==> config.mk <==
export PLATFORM = sky130hd
export DESIGN_NAME = pfa_ctrl
export DESIGN_NICKNAME = d
export VERILOG_FILES = /design/src/rtl/pfa_pkg.sv /design/src/rtl/pfa_ctrl.sv
export SDC_FILE = /design/constraint.sdc
export NUM_CORES = 1
export LEC_CHECK = 0
export ABC_AREA = 1
export BUFFER_PORTS_ARGS = -buffer_cell sky130_fd_sc_hd__buf_2
export CORE_MARGIN = 3
export CORE_UTILIZATION = 50
export DETAILED_ROUTE_END_ITERATION = 10
export HOLD_SLACK_MARGIN = 0.1
export PLACE_DENSITY = 0.83
export SLEW_MARGIN = 20
export SYNTH_ARGS = -nofsm -noshare
export SYNTH_HDL_FRONTEND = slang
export SYNTH_SLANG_ARGS = --single-unit
==> constraint.sdc <==
create_clock -name i_clk -period 2.28 [get_ports i_clk]
set_clock_uncertainty 0.2 [all_clocks]
set_input_delay 0.228 -clock i_clk [delete_from_list [all_inputs] [get_ports i_clk]]
set_output_delay 0.228 -clock i_clk [all_outputs]
set_load 0.01 [all_outputs]
==> src/rtl/pfa_pkg.sv <==
// Shared types, constants and codes for the page-frame allocator.
package pfa_pkg;

    localparam int DEF_NUM_GROUPS      = 1024;
    localparam int DEF_PAGES_PER_GROUP = 64;

    localparam int PAGE_W     = 16;
    localparam int CMD_W      = 3;
    localparam int GRP_IN_W   = 10;
    localparam int STATUS_W   = 3;
    localparam int CFG_ADDR_W = 1;

    localparam logic [PAGE_W-1:0] END_MARK      = 16'hFFFF;
    localparam logic [PAGE_W-1:0] RESERVED_INIT = 16'd512;
    localparam logic [PAGE_W-1:0] LIMIT_INIT    = 16'd65518;

    typedef enum logic [CMD_W-1:0] {
        CMD_INIT        = 3'd0,
        CMD_ALLOC_PAGE  = 3'd1,
        CMD_FREE_PAGE   = 3'd2,
        CMD_ALLOC_GROUP = 3'd3,
        CMD_FREE_GROUP  = 3'd4
    } t_cmd_code;

    typedef enum logic [STATUS_W-1:0] {
        ST_OK         = 3'd0,
        ST_NO_MEM     = 3'd1,
        ST_BAD_PAGE   = 3'd2,
        ST_NO_GROUP   = 3'd3,
        ST_NOT_LINKED = 3'd4
    } t_status;

    typedef enum logic [CFG_ADDR_W-1:0] {
        CFG_RESERVED = 1'd0,
        CFG_LIMIT    = 1'd1
    } t_cfg_reg;

    typedef enum logic [4:0] {
        OP_NONE,
        OP_LOAD,
        OP_INIT_START,
        OP_INIT_STEP,
        OP_INIT_END,
        OP_DIV,
        OP_REM,
        OP_ALLOC_COMMIT,
        OP_FREE_COMMIT,
        OP_FAIL,
        OP_SCAN_RD,
        OP_SCAN_NEXT,
        OP_GBASE,
        OP_W_RD,
        OP_W1_ADV,
        OP_W2_START,
        OP_W2_ADV,
        OP_UNLINK,
        OP_FG_BASE,
        OP_FG_PUSH,
        OP_FG_END,
        OP_OUT
    } t_op;

    typedef enum logic [4:0] {
        S_INIT_START,
        S_INIT_RUN,
        S_INIT_END,
        S_IDLE,
        S_PG_DIV,
        S_PG_REM,
        S_PG_COMMIT,
        S_FAIL,
        S_SCAN_RD,
        S_SCAN_CHK,
        S_GBASE,
        S_W1_TEST,
        S_W1_ADV,
        S_W2_TEST,
        S_W2_ADV,
        S_FG_BASE,
        S_FG_CHK,
        S_FG_PUSH,
        S_FG_END,
        S_FIN
    } t_state;

    typedef struct packed {
        t_op     op;
        logic    sel_free;
        t_status code;
    } t_dp_ctl;

    typedef struct packed {
        logic head_ok;
        logic pg_ok;
        logic word_zero;
        logic scan_last;
        logic cur_ok;
        logic cur_in_g;
        logic steps_max;
        logic fg_ok;
        logic push_last;
        logic init_last;
        logic out_free;
    } t_dp_flags;

endpackage

==> src/rtl/pfa_ctrl.sv <==
// Command sequencer for the page-frame allocator.
module pfa_ctrl import pfa_pkg::*; (
    input  logic             i_clk,
    input  logic             i_rst_n,
    input  logic             i_valid,
    input  logic [CMD_W-1:0] i_cmd,
    input  t_dp_flags        i_flags,
    output logic             o_ready,
    output t_dp_ctl          o_ctl
);

    t_state    r_state, n_state;
    t_cmd_code r_cmd, n_cmd;
    t_status   r_code, n_code;
    logic      r_init_cmd, n_init_cmd;
    logic      w_accept;

    assign w_accept = i_valid && (r_state == S_IDLE);
    assign o_ready  = (r_state == S_IDLE);

    always_ff @(posedge i_clk) begin
        if (!i_rst_n) begin
            r_state    <= S_INIT_START;
            r_cmd      <= CMD_INIT;
            r_code     <= ST_OK;
            r_init_cmd <= 1'b0;
        end else begin
            r_state    <= n_state;
            r_cmd      <= n_cmd;
            r_code     <= n_code;
            r_init_cmd <= n_init_cmd;
        end
    end

    always_comb begin
        n_state    = r_state;
        n_cmd      = r_cmd;
        n_code     = r_code;
        n_init_cmd = r_init_cmd;
        case (r_state)
            S_INIT_START: n_state = S_INIT_RUN;
            S_INIT_RUN: begin
                if (i_flags.init_last) n_state = S_INIT_END;
            end
            S_INIT_END: begin
                n_state    = r_init_cmd ? S_FIN : S_IDLE;
                n_init_cmd = 1'b0;
            end
            S_IDLE: begin
                if (w_accept) begin
                    n_cmd = t_cmd_code'(i_cmd);
                    case (t_cmd_code'(i_cmd))
                        CMD_INIT: begin
                            n_state    = S_INIT_START;
                            n_init_cmd = 1'b1;
                        end
                        CMD_ALLOC_PAGE:  n_state = S_PG_DIV;
                        CMD_FREE_PAGE:   n_state = S_PG_DIV;
                        CMD_ALLOC_GROUP: n_state = S_SCAN_RD;
                        CMD_FREE_GROUP:  n_state = S_FG_BASE;
                        default: begin
                            n_state = S_FAIL;
                            n_code  = ST_OK;
                        end
                    endcase
                end
            end
            S_PG_DIV: begin
                if (r_cmd == CMD_FREE_PAGE) begin
                    if (i_flags.pg_ok) begin
                        n_state = S_PG_REM;
                    end else begin
                        n_state = S_FAIL;
                        n_code  = ST_BAD_PAGE;
                    end
                end else if (i_flags.head_ok) begin
                    n_state = S_PG_REM;
                end else begin
                    n_state = S_FAIL;
                    n_code  = ST_NO_MEM;
                end
            end
            S_PG_REM:    n_state = S_PG_COMMIT;
            S_PG_COMMIT: n_state = S_FIN;
            S_FAIL:      n_state = S_FIN;
            S_SCAN_RD:   n_state = S_SCAN_CHK;
            S_SCAN_CHK: begin
                if (i_flags.word_zero) begin
                    n_state = S_GBASE;
                end else if (i_flags.scan_last) begin
                    n_state = S_FAIL;
                    n_code  = ST_NO_GROUP;
                end else begin
                    n_state = S_SCAN_RD;
                end
            end
            S_GBASE: n_state = S_W1_TEST;
            S_W1_TEST: begin
                if (i_flags.cur_ok && !i_flags.cur_in_g && !i_flags.steps_max) begin
                    n_state = S_W1_ADV;
                end else if (i_flags.cur_ok && i_flags.cur_in_g) begin
                    n_state = S_W2_TEST;
                end else begin
                    n_state = S_FAIL;
                    n_code  = ST_NOT_LINKED;
                end
            end
            S_W1_ADV: n_state = S_W1_TEST;
            S_W2_TEST: begin
                if (i_flags.cur_ok && i_flags.cur_in_g && !i_flags.steps_max) begin
                    n_state = S_W2_ADV;
                end else begin
                    n_state = S_FIN;
                end
            end
            S_W2_ADV:  n_state = S_W2_TEST;
            S_FG_BASE: n_state = S_FG_CHK;
            S_FG_CHK: begin
                if (i_flags.fg_ok) begin
                    n_state = S_FG_PUSH;
                end else begin
                    n_state = S_FAIL;
                    n_code  = ST_BAD_PAGE;
                end
            end
            S_FG_PUSH: begin
                if (i_flags.push_last) n_state = S_FG_END;
            end
            S_FG_END: n_state = S_FIN;
            S_FIN: begin
                if (i_flags.out_free) n_state = S_IDLE;
            end
            default: n_state = S_IDLE;
        endcase
    end

    always_comb begin
        o_ctl.op       = OP_NONE;
        o_ctl.sel_free = (r_cmd == CMD_FREE_PAGE);
        o_ctl.code     = r_code;
        case (r_state)
            S_INIT_START: o_ctl.op = OP_INIT_START;
            S_INIT_RUN:   o_ctl.op = OP_INIT_STEP;
            S_INIT_END:   o_ctl.op = OP_INIT_END;
            S_IDLE:       o_ctl.op = w_accept ? OP_LOAD : OP_NONE;
            S_PG_DIV:     o_ctl.op = OP_DIV;
            S_PG_REM:     o_ctl.op = OP_REM;
            S_PG_COMMIT: begin
                o_ctl.op = (r_cmd == CMD_FREE_PAGE) ? OP_FREE_COMMIT : OP_ALLOC_COMMIT;
            end
            S_FAIL:     o_ctl.op = OP_FAIL;
            S_SCAN_RD:  o_ctl.op = OP_SCAN_RD;
            S_SCAN_CHK: o_ctl.op = i_flags.word_zero ? OP_NONE : OP_SCAN_NEXT;
            S_GBASE:    o_ctl.op = OP_GBASE;
            S_W1_TEST: begin
                if (i_flags.cur_ok && !i_flags.cur_in_g && !i_flags.steps_max) begin
                    o_ctl.op = OP_W_RD;
                end else if (i_flags.cur_ok && i_flags.cur_in_g) begin
                    o_ctl.op = OP_W2_START;
                end
            end
            S_W1_ADV: o_ctl.op = OP_W1_ADV;
            S_W2_TEST: begin
                if (i_flags.cur_ok && i_flags.cur_in_g && !i_flags.steps_max) begin
                    o_ctl.op = OP_W_RD;
                end else begin
                    o_ctl.op = OP_UNLINK;
                end
            end
            S_W2_ADV:  o_ctl.op = OP_W2_ADV;
            S_FG_BASE: o_ctl.op = OP_FG_BASE;
            S_FG_PUSH: o_ctl.op = OP_FG_PUSH;
            S_FG_END:  o_ctl.op = OP_FG_END;
            S_FIN:     o_ctl.op = i_flags.out_free ? OP_OUT : OP_NONE;
            default:   o_ctl.op = OP_NONE;
        endcase
    end

endmodule

==> results_dict.tcl, run 1 <==
set metrics [dict create \
    critPathSlowestCell "dlygate4sd3_1" \
    drive_above_1_share_pct 22.0 \
    vias 1479 \
    tightest_slew_ps 301 \
    slowest_delay_ps 570 \
    setup_viol 0 \
    gp_congestion 0.991 \
    viasPerCell 5.32 \
    pwr-share-clk_pct 9.5 \
    period_needed_ps 2220 \
    cts_made_buffers 3 \
    nets 269 \
    status "finished clean" \
    grt_pass1_wl_mm 5.71 \
    slew_violations 0 \
    antenna_found_initial 0 \
    hold_viol 0 \
    clkSinkCount 12 \
    startpoint_type "flip-flop" \
    num_rows 17 \
    rsz0062_at_grt "no" \
    final.period_utilization_pct 97.4 \
    grt_overflow_total 0 \
    cpMostUsedCell "nor2_2" \
    grt_max_degree 9 \
    fmax_mhz 450 \
    crit_start "r_state[1]" \
    drtAntennaViolNets 0 \
    grt_pass1_vias 1291 \
    path_class "reg -> reg" \
    syn_avg_cell_area_sq_um 5.43 \
    area_growth_pct 19.1 \
    boundaryPins 27 \
    fp.dieW_um 54.8 \
    slew_headroom_pct 79.9 \
    ys_types 23 \
    min-delay-start "i_cmd[2]" \
    dr.pass1.iters 4 \
    syn_nets 236 \
    ir_drop_mv 0.668 \
    hold_path_class "in -> reg" \
    cts_root_buf "clkbuf_4" \
    holdWs_ps 125 \
    worstSetupEndpointType "flip-flop" \
    drc 0 \
    comb_power_share_pct 65.7 \
    crit_required_ps 2290 \
    pwr-share-seq_pct 24.7 \
    antenna_cells 0 \
    ys_ff_latch 12 \
    cp_cell_sequence "nand2_1, nor2_2, nand2_2, nor2_2, o21ai_0, a21oi_1, dlygate4sd3_1" \
    cts_tree "done" \
    seq_area_frac_synth_pct 20.2 \
    core_sq_mm 0.00223 \
    drt_iter0_drc 96 \
    netlist_instances 219 \
    clk_pin_slew_worst_paths_ps 80 \
    synth_area_sq_mm 0.00119 \
    yosysWarnings 0 \
    htreeDepth 1 \
    clock_path_buffers 2 \
    drt-total-wl_mm 3.54 \
    reg2reg_from "r_state[1]" \
    start_util_pct 53.3 \
    maxCapViolCount 0 \
    crit_arrival_ps 2230 \
    clock_latency_ps 270 \
    cp_max_fo 8 \
    die-height_um 54.8 \
    intPower_w 0.000652 \
    power.density_mw_per_mm2 995 \
    sw_frac_of_total_pct 53.8 \
    power.leakage_nw 0.757 \
    port_buffers 26 \
    p_switching_w 0.000759 \
    grt_usage_pct 26.2 \
    die-area_sq_mm 0.00300 \
    hpwlAfterDp_mm 2.92 \
    fin_setup_tns_ps 0 \
    post_drt_wl_per_cell_um 12.7 \
]
## worst paths after layout
check                                 end  slack, ps  depth (start not counted)
worst max-delay path             r_cmd[0]         60                          7
worst min-delay path             r_cmd[2]        130                          3
worst max register to register   r_cmd[0]         60                          7
worst min register to register  r_code[2]        270                          2
## per-layer routing
| layer | track usage, % | up-vias | share of wire [%] | routed length, um |
|---|---|---|---|---|
| met5 | 0 | - | 0 | 0 |
| met4 | 11.2 | 0 | 1.7 | 59 |
| met3 | 4.63 | 6 | 10 | 353 |
| met2 | 41.3 | 72 | 45 | 1600 |
| met1 | 34.6 | 635 | 43 | 1530 |
| li1 | - | 766 | - | - |
## cells in the final DEF (no fill, tap or decap)
cell type      count
nor2_2            10
dfxtp_2            4
nand2_1           49
dfxtp_1            8
nor3_2             1
o211ai_1           2
inv_1             31
clkbuf_4           3
nor3b_1            1
nand3_2            1
a21oi_1           11
nor2_4             2
nor2_1            41
o21ai_1            4
a31oi_1            1
nand3_1           18
and2_1             1
nand3b_1           4
dlygate4sd3_1      4
buf_2             26
o21ai_0           11
nand2_2            2
o2111ai_1          2
nor3_1             3
nand4_1            4
nand2_4            1
inv_2              5
## repair_timing
item                                   in CTS  in global routing
resized for setup                           0                  7
setup buffers                               0                  0
setup endpoints to repair                   0                  5
endpoints found under the hold margin       5                  0
hold buffers                                4                  0
## critical path, delay by kind of cell (launching register included)
| kind | cells | cell delay (ps) |
|---|---|---|
| AO/OA/AOI/OAI | 2 | 240 |
| buffers and inverters | 1 | 570 |
| flip-flops | 1 | 410 |
| AND/OR/NAND/NOR | 4 | 730 |
## logic make-up (layout without fill, tap and decap cells)
| group | after synthesis | after routing | share of synthesized area [%] |
|---|---|---|---|
| buffers and inverters | 38 | 69 | 12.6 |
| and+or+nand+nor | 138 | 138 | 53.0 |
| AOI/OAI and AO/OA | 31 | 31 | 14.2 |
| DFF | 12 | 12 | 20.2 |
## layout make-up
type                       count  area, sq um
fill                         232          816
multi-input combinational    169          810
sequential                    12          245
timing repair buffer          30          170
inverter                      36          135
tap                           28         35.0
clock buffer                   3         22.5
## synth_stat cells
cell,n,area [sq um]
nand2_1,49,184
nor2_1,43,161
inv_1,31,116
nand3_1,18,90.1
dfxtp_1,12,240
a21oi_1,11,55.1
o21ai_0,11,55.1
nor2_2,8,50.1
inv_2,5,18.8
nand3b_1,4,30.0
nand4_1,4,25.0
nor3_1,4,20.0
o21ai_1,4,20.0
buf_4,2,15.0
nand2_2,2,12.5
nor2_4,2,22.5
o2111ai_1,2,17.5
o211ai_1,2,15.0
a31oi_1,1,6.26
and2_1,1,6.26
nand2_4,1,11.3
nand3_2,1,10.0
nor3b_1,1,7.51
## registers in the layout, summed over array words and instances (netlist names)
signal      flops
r_cmd           3
r_code          3
r_init_cmd      1
r_state         5
## stage by stage
stage	total power, W	utilization (%)	setup WS (ps)	instance area [sq um]	cells
2_1_floorplan	0.00101	-	674	1190	219
5_1_grt	0.00154	63.5	6.36	1420	278
4_1_cts	0.00138	62.8	61.7	1400	278
6_report	0.00141	63.5	59.9	1420	278
3_3_place_gp	0.00124	60.0	362	1340	271
3_5_place_dp	0.00123	60.0	381	1340	271
## power groups by stage
stage | Combinational, W | Sequential, W | Clock, W
floorplan | 0.000696 | 0.000311 | 0
global placement | 0.000901 | 0.000342 | 0
detailed placement | 0.000890 | 0.000344 | 0
CTS | 0.000901 | 0.000340 | 0.000137
global route | 0.00103 | 0.000357 | 0.000150
finish | 0.000927 | 0.000349 | 0.000135
Note: power is estimated with default switching activity, not from simulation.
==> inputs of run 2 (changes only) <==
--- a/config.mk
+++ b/config.mk
@@ -12,6 +12,7 @@
 export DETAILED_ROUTE_END_ITERATION = 10
 export HOLD_SLACK_MARGIN = 0.1
 export PLACE_DENSITY = 0.83
+export RECOVER_POWER = 100
 export SLEW_MARGIN = 20
 export SYNTH_ARGS = -nofsm -noshare
 export SYNTH_HDL_FRONTEND = slang
==> run 2 against run 1 <==
  * Global-route usage stayed put
  * Critical path depth stayed put
  * Sequential cell count stayed put
  * Worst hold slack worse by 0.84 ps
  * Fmax is 1.2% higher
  * Die area stayed put
  * Sequential power hardly changed
  * Sequential share of layout area is 0.20 points higher
  * Via count hardly changed
  * Critical endpoint unchanged
  * Power is 1.7% lower
  * Design area is 1.1% lower
  * Core utilization is 0.73 points lower
==> results_dict.tcl, run 2 (same netlist as run 1, synthesis figures left out) <==
set metrics [dict create \
    holdPathEnd "r_cmd[2]" \
    area_growth_pct 17.8 \
    antenna_cells 0 \
    cpMostUsedCell "nor2_2" \
    vias 1478 \
    grt_max_degree 9 \
    hpwlAfterDp_mm 2.92 \
    core_sq_mm 0.00223 \
    die-area_sq_mm 0.00300 \
    final.period_utilization_pct 96.2 \
    multi_input_area_sq_um 802 \
    cp_max_fo 8 \
    grt_overflow_total 0 \
    holdPathStages 3 \
    hold_viol 0 \
    critPathTopFamily "simple AND/OR/NAND/NOR gates" \
    fin_setup_tns_ps 0 \
    gp_congestion 0.991 \
    ff2ff_setup_slack_ps 90 \
    drt-total-wl_mm 3.55 \
    largestRegisters "r_state (5), r_cmd (3), r_code (3)" \
    path_buf_inv 1 \
    slew_violations 0 \
    drtAntennaViolNets 0 \
    slew_headroom_pct 78.6 \
    viasPerCell 5.32 \
    crit_arrival_ps 2210 \
    clock_latency_ps 270 \
    cp_cell_sequence "nand2_1, nor2_2, nand2_2, nor2_2, o21ai_0, a21oi_1, dlygate4sd3_1" \
    crit_required_ps 2290 \
    drt_iter0_drc 89 \
    cts_made_buffers 3 \
    status "finished clean" \
    critPathSlowestCell "dlygate4sd3_1" \
    min-delay-start "i_cmd[2]" \
    path_class "reg -> reg" \
    antenna_found_initial 0 \
    fmax_mhz 456 \
    layout_commonest_cell "nand2_1" \
    drc 0 \
    nets 269 \
    r2r_cells 7 \
    ir_drop_mv 0.665 \
    htreeDepth 1 \
    dr.pass1.iters 5 \
    regArea_sq_um 245 \
    port_buffers 26 \
    fp.dieW_um 54.8 \
    grt_pass1_wl_mm 5.71 \
    cts_root_buf "clkbuf_4" \
    num_rows 17 \
    tightest_slew_ps 320 \
    holdWs_ps 124 \
    power.density_mw_per_mm2 990 \
    setup_viol 0 \
    top_register "r_state" \
    slowest_delay_ps 570 \
    die-height_um 54.8 \
    clock_path_buffers 2 \
    rsz0062_at_grt "no" \
    final_cell_mix "nand2_1, nor2_1, inv_1" \
    clkSinkCount 12 \
    worstSetupEndpointType "flip-flop" \
    nFillCells 237 \
    start_util_pct 53.3 \
    period_needed_ps 2190 \
    r2r_end "r_cmd[0]" \
    power.leakage_nw 0.727 \
    post_drt_wl_per_cell_um 12.8 \
    grt_pass1_vias 1291 \
    hold_path_class "in -> reg" \
    grt_usage_pct 26.2 \
    startpoint_type "flip-flop" \
    boundaryPins 27 \
    largest_reg_flops 5 \
    maxCapViolCount 0 \
    drive_above_1_share_pct 18.0 \
    clk_pin_slew_worst_paths_ps 80 \
    cts_tree "done" \
    reg2reg_from "r_state[1]" \
]
==> run 2: what timing repair did <==
action	4_1_cts	5_1_grt
resized for setup	0	7
buffers inserted	0	0
hold endpoints to repair	5	0
hold buffers	4	0
setup endpoints to repair	0	5
==> run 2: metal layers <==
| metal | wire length (um) | vias up | global-route usage [%] | share of wire [%] |
|---|---|---|---|---|
| li1 | - | 765 | - | - |
| met1 | 1520 | 627 | 34.6 | 43 |
| met2 | 1590 | 78 | 41.3 | 45 |
| met3 | 365 | 8 | 4.63 | 10 |
| met4 | 71 | 0 | 11.2 | 2.0 |
| met5 | 0 | - | 0 | 0 |
==> run 2: worst max-delay path by stage <==
stage | startpoint | to | depth (start not counted)
2_1_floorplan | r_state[0] | o_ctl[4] | 8
3_3_place_gp | r_state[1] | o_ctl[4] | 7
3_5_place_dp | r_state[1] | o_ctl[4] | 7
4_1_cts | r_state[1] | r_cmd[0] | 7
5_1_grt | r_state[3] | o_ctl[4] | 8
6_report | r_state[1] | r_cmd[0] | 7
==> run 2: cell type report <==
| class | instances | share of cell area [%] |
|---|---|---|
| Timing Repair Buffer | 30 | 11.5 |
| Clock buffer | 3 | 1.61 |
| Sequential cell | 12 | 17.5 |
| Inverter | 36 | 9.64 |
| Tap cell | 28 | 2.50 |
| Multi-Input combinational cell | 169 | 57.2 |
==> run 2: metrics by stage <==
step / area, sq um / power, W / util (%) / setup WS [ps] / cells
finish: 1400 / 0.00139 / 62.7 / 86.8 / 278
global route: 1400 / 0.00152 / 62.7 / 6.36 / 278
global placement: 1340 / 0.00124 / 60.0 / 362 / 271
floorplan: 1190 / 0.00101 / - / 674 / 219
detailed placement: 1340 / 0.00123 / 60.0 / 381 / 271
CTS: 1400 / 0.00138 / 62.8 / 61.7 / 278
==> run 2: power breakdown <==
group	internal, W	switching, W	leakage (nW)
sequential	0.000268	0.0000823	0.0991
combinational	0.000309	0.000593	0.614
clock	0.0000610	0.0000742	0.0138
==> run 2: worst register-to-register path: stages, from the launching register on <==
cell	delay (ps)
dfxtp_2	420
nand2_1	100
nor2_2	210
nand2_2	130
nor2_2	270
o21ai_0	130
a21oi_1	120
dlygate4sd3_1	570
==> inputs of run 3 (changes only) <==
--- a/config.mk
+++ b/config.mk
@@ -8,10 +8,10 @@
 export ABC_AREA = 1
 export BUFFER_PORTS_ARGS = -buffer_cell sky130_fd_sc_hd__buf_2
 export CORE_MARGIN = 3
-export CORE_UTILIZATION = 50
+export CORE_UTILIZATION = 53
 export DETAILED_ROUTE_END_ITERATION = 10
 export HOLD_SLACK_MARGIN = 0.1
-export PLACE_DENSITY = 0.83
+export PLACE_DENSITY = 0.87
 export RECOVER_POWER = 100
 export SLEW_MARGIN = 20
 export SYNTH_ARGS = -nofsm -noshare
==> constraint.sdc (replaced) <==
create_clock -name i_clk -period 2.24 [get_ports i_clk]
set_clock_uncertainty 0.2 [all_clocks]
set_input_delay 0.224 -clock i_clk [delete_from_list [all_inputs] [get_ports i_clk]]
set_output_delay 0.224 -clock i_clk [all_outputs]
set_load 0.01 [all_outputs]
==> run 3 against run 2 <==
  * Core utilization up 6.4 points
  * Global-route usage grew 2.0 points
  * Wire length up 2.1%
  * Cell count down 0.36%
  * Combinational power rose by 4.5%
  * Power up 6.6%
  * Setup slack improved by 25 ps
  * Critical path depth is 1 lower
  * Largest cell class unchanged
  * Sequential power rose by 2%
  * First-iteration DRC count increased by 18%
  * Sequential share of layout area grew 0.053 points
==> results_dict.tcl, run 3 (same netlist as run 1, synthesis figures left out) <==
set metrics [dict create \
    status "finished clean" \
    cp_max_fo 6 \
    clkSinkCount 12 \
    nFillCells 202 \
    crit_required_ps 1820 \
    top_register "r_state" \
    cp_cell_sequence "nor2_4, nand2_1, nor2_1, nor2_1, o2111ai_1, buf_2" \
    cpMostUsedCell "nor2_1" \
    ir_drop_mv 0.812 \
    holdPathStages 4 \
    period_needed_ps 2130 \
    hold_path_class "in -> reg" \
    area_growth_pct 18.6 \
    grt_overflow_total 0 \
    final.period_utilization_pct 95.0 \
    drtAntennaViolNets 0 \
    cts_root_buf "clkbuf_4" \
    critPathTopFamily "simple AND/OR/NAND/NOR gates" \
    slew_violations 0 \
    power.density_mw_per_mm2 1050 \
    multi_input_area_sq_um 805 \
    largest_reg_flops 5 \
    clock_latency_ps 280 \
    clock_path_buffers 2 \
    boundaryPins 27 \
    setup_viol 0 \
    die-height_um 53.4 \
    num_rows 16 \
    regArea_sq_um 248 \
    r2r_cells 9 \
    gp_congestion 1.05 \
    r2r_end "r_state[1]" \
    hpwlAfterDp_mm 2.90 \
    path_buf_inv 1 \
    dr.pass1.iters 5 \
    vias 1502 \
    dp_slack_ps 346 \
    largestRegisters "r_state (5), r_cmd (3), r_code (3)" \
    drt_iter0_drc 105 \
    startpoint_type "flip-flop" \
    rsz0062_at_grt "no" \
    holdPathEnd "r_init_cmd" \
    ff2ff_setup_slack_ps 370 \
    fmax_mhz 470 \
    final_cell_mix "nand2_1, nor2_1, inv_1" \
    post_drt_wl_per_cell_um 13.1 \
    cts_tree "done" \
    fp.dieW_um 53.4 \
    fin_util_pct 69.1 \
    port_buffers 26 \
    grt_pass1_wl_mm 5.84 \
    viasPerCell 5.42 \
    drive_above_1_share_pct 19.2 \
    drt-total-wl_mm 3.62 \
    slowest_delay_ps 370 \
    hold_viol 0 \
    antenna_found_initial 0 \
    antenna_cells 0 \
    path_class "reg -> out" \
    critPathSlowestCell "dfxtp_1" \
    grt_usage_pct 28.2 \
    start_util_pct 58.3 \
    drc 0 \
    fin_ws_ps 112 \
    cts_made_buffers 3 \
    cts_setup_buffers 0 \
    clk_pin_slew_worst_paths_ps 80 \
    grt_max_degree 9 \
    die-area_sq_mm 0.00285 \
    fin_setup_tns_ps 0 \
    core_sq_mm 0.00204 \
    reg2reg_from "r_state[2]" \
    power.leakage_nw 0.739 \
    slew_headroom_pct 74.3 \
    htreeDepth 1 \
    grt_pass1_vias 1295 \
    layout_commonest_cell "nand2_1" \
    worstSetupEndpointType "primary output" \
    nets 268 \
    crit_arrival_ps 1700 \
    tightest_slew_ps 381 \
    maxCapViolCount 0 \
    min-delay-start "i_cmd[2]" \
]
## run 3: cell types whose count changed in the layout (fill, tap and decap cells not counted)
cell | previous run | this run
dfxtp_2 | 4 | 3
clkbuf_8 | 0 | 1
o21ai_0 | 11 | 13
inv_2 | 5 | 4
o21ai_1 | 4 | 2
nor2_1 | 44 | 43
buf_2 | 19 | 21
dfxtp_4 | 0 | 1
dlygate4sd3_1 | 4 | 3
clkbuf_1 | 7 | 5
inv_1 | 31 | 32
nor2_2 | 7 | 8
## run 3: power by group
group	switching (W)	internal [W]
logic	0.000626	0.000317
clock network	0.0000792	0.0000990
registers	0.0000820	0.000276
total	0.000787	0.000692
## run 3: per-layer routing
| metal | routed length, um | track usage, % |
|---|---|---|
| met1 | 1610 | 37.9 |
| met5 | 0 | 0 |
| met2 | 1640 | 44.9 |
| met4 | 53 | 8.94 |
| met3 | 323 | 5.07 |
## run 3: final cells by class
type                            instances  area share (%)
Sequential cell                        12            17.6
Tap cell                               27            2.39
Clock buffer                            4            2.57
Timing Repair Buffer                   29            10.9
Multi-Input combinational cell        169            57.0
Inverter                               36            9.57
## run 3: worst max-delay path by stage
| stage | from | to | cells after the start |
|---|---|---|---|
| after floorplan | r_state[0] | o_ctl[4] | 8 |
| after global placement | r_state[1] | o_ctl[4] | 7 |
| after detailed placement | r_state[3] | o_ctl[4] | 8 |
| after CTS | r_state[3] | o_ctl[4] | 8 |
| after global routing | r_state[0] | o_ctl[5] | 8 |
| final | r_state[2] | o_ctl[5] | 6 |
## run 3: worst reg2reg max path, cell delays in order, from the launching register on
cell and delay (ps):
dfxtp_1 370, nor2_4 210, nand2_1 130, nor2_1 310, nor2_1 60, and2_0 180, nand2_1 90, nor2_2 50
nor2_1 110, nor2_1 50
## run 3: what timing repair did
item                                    4_1_cts  5_1_grt
endpoints found under the hold margin         5        0
endpoints found under the setup margin        0        4
resized for setup                             0        7
hold buffers                                  3        0
## run 3: stage by stage
| step | power [W] | area [sq um] | hold slack [ps] | std cells |
|---|---|---|---|---|
| 6_report | 0.00148 | 1410 | 108 | 277 |
| 5_1_grt | 0.00161 | 1410 | 123 | 277 |
| 4_1_cts | 0.00145 | 1410 | 109 | 277 |
| 3_5_place_dp | 0.00126 | 1340 | 253 | 270 |
| 3_3_place_gp | 0.00126 | 1340 | 249 | 270 |
| 2_1_floorplan | 0.00102 | 1190 | 145 | 219 |
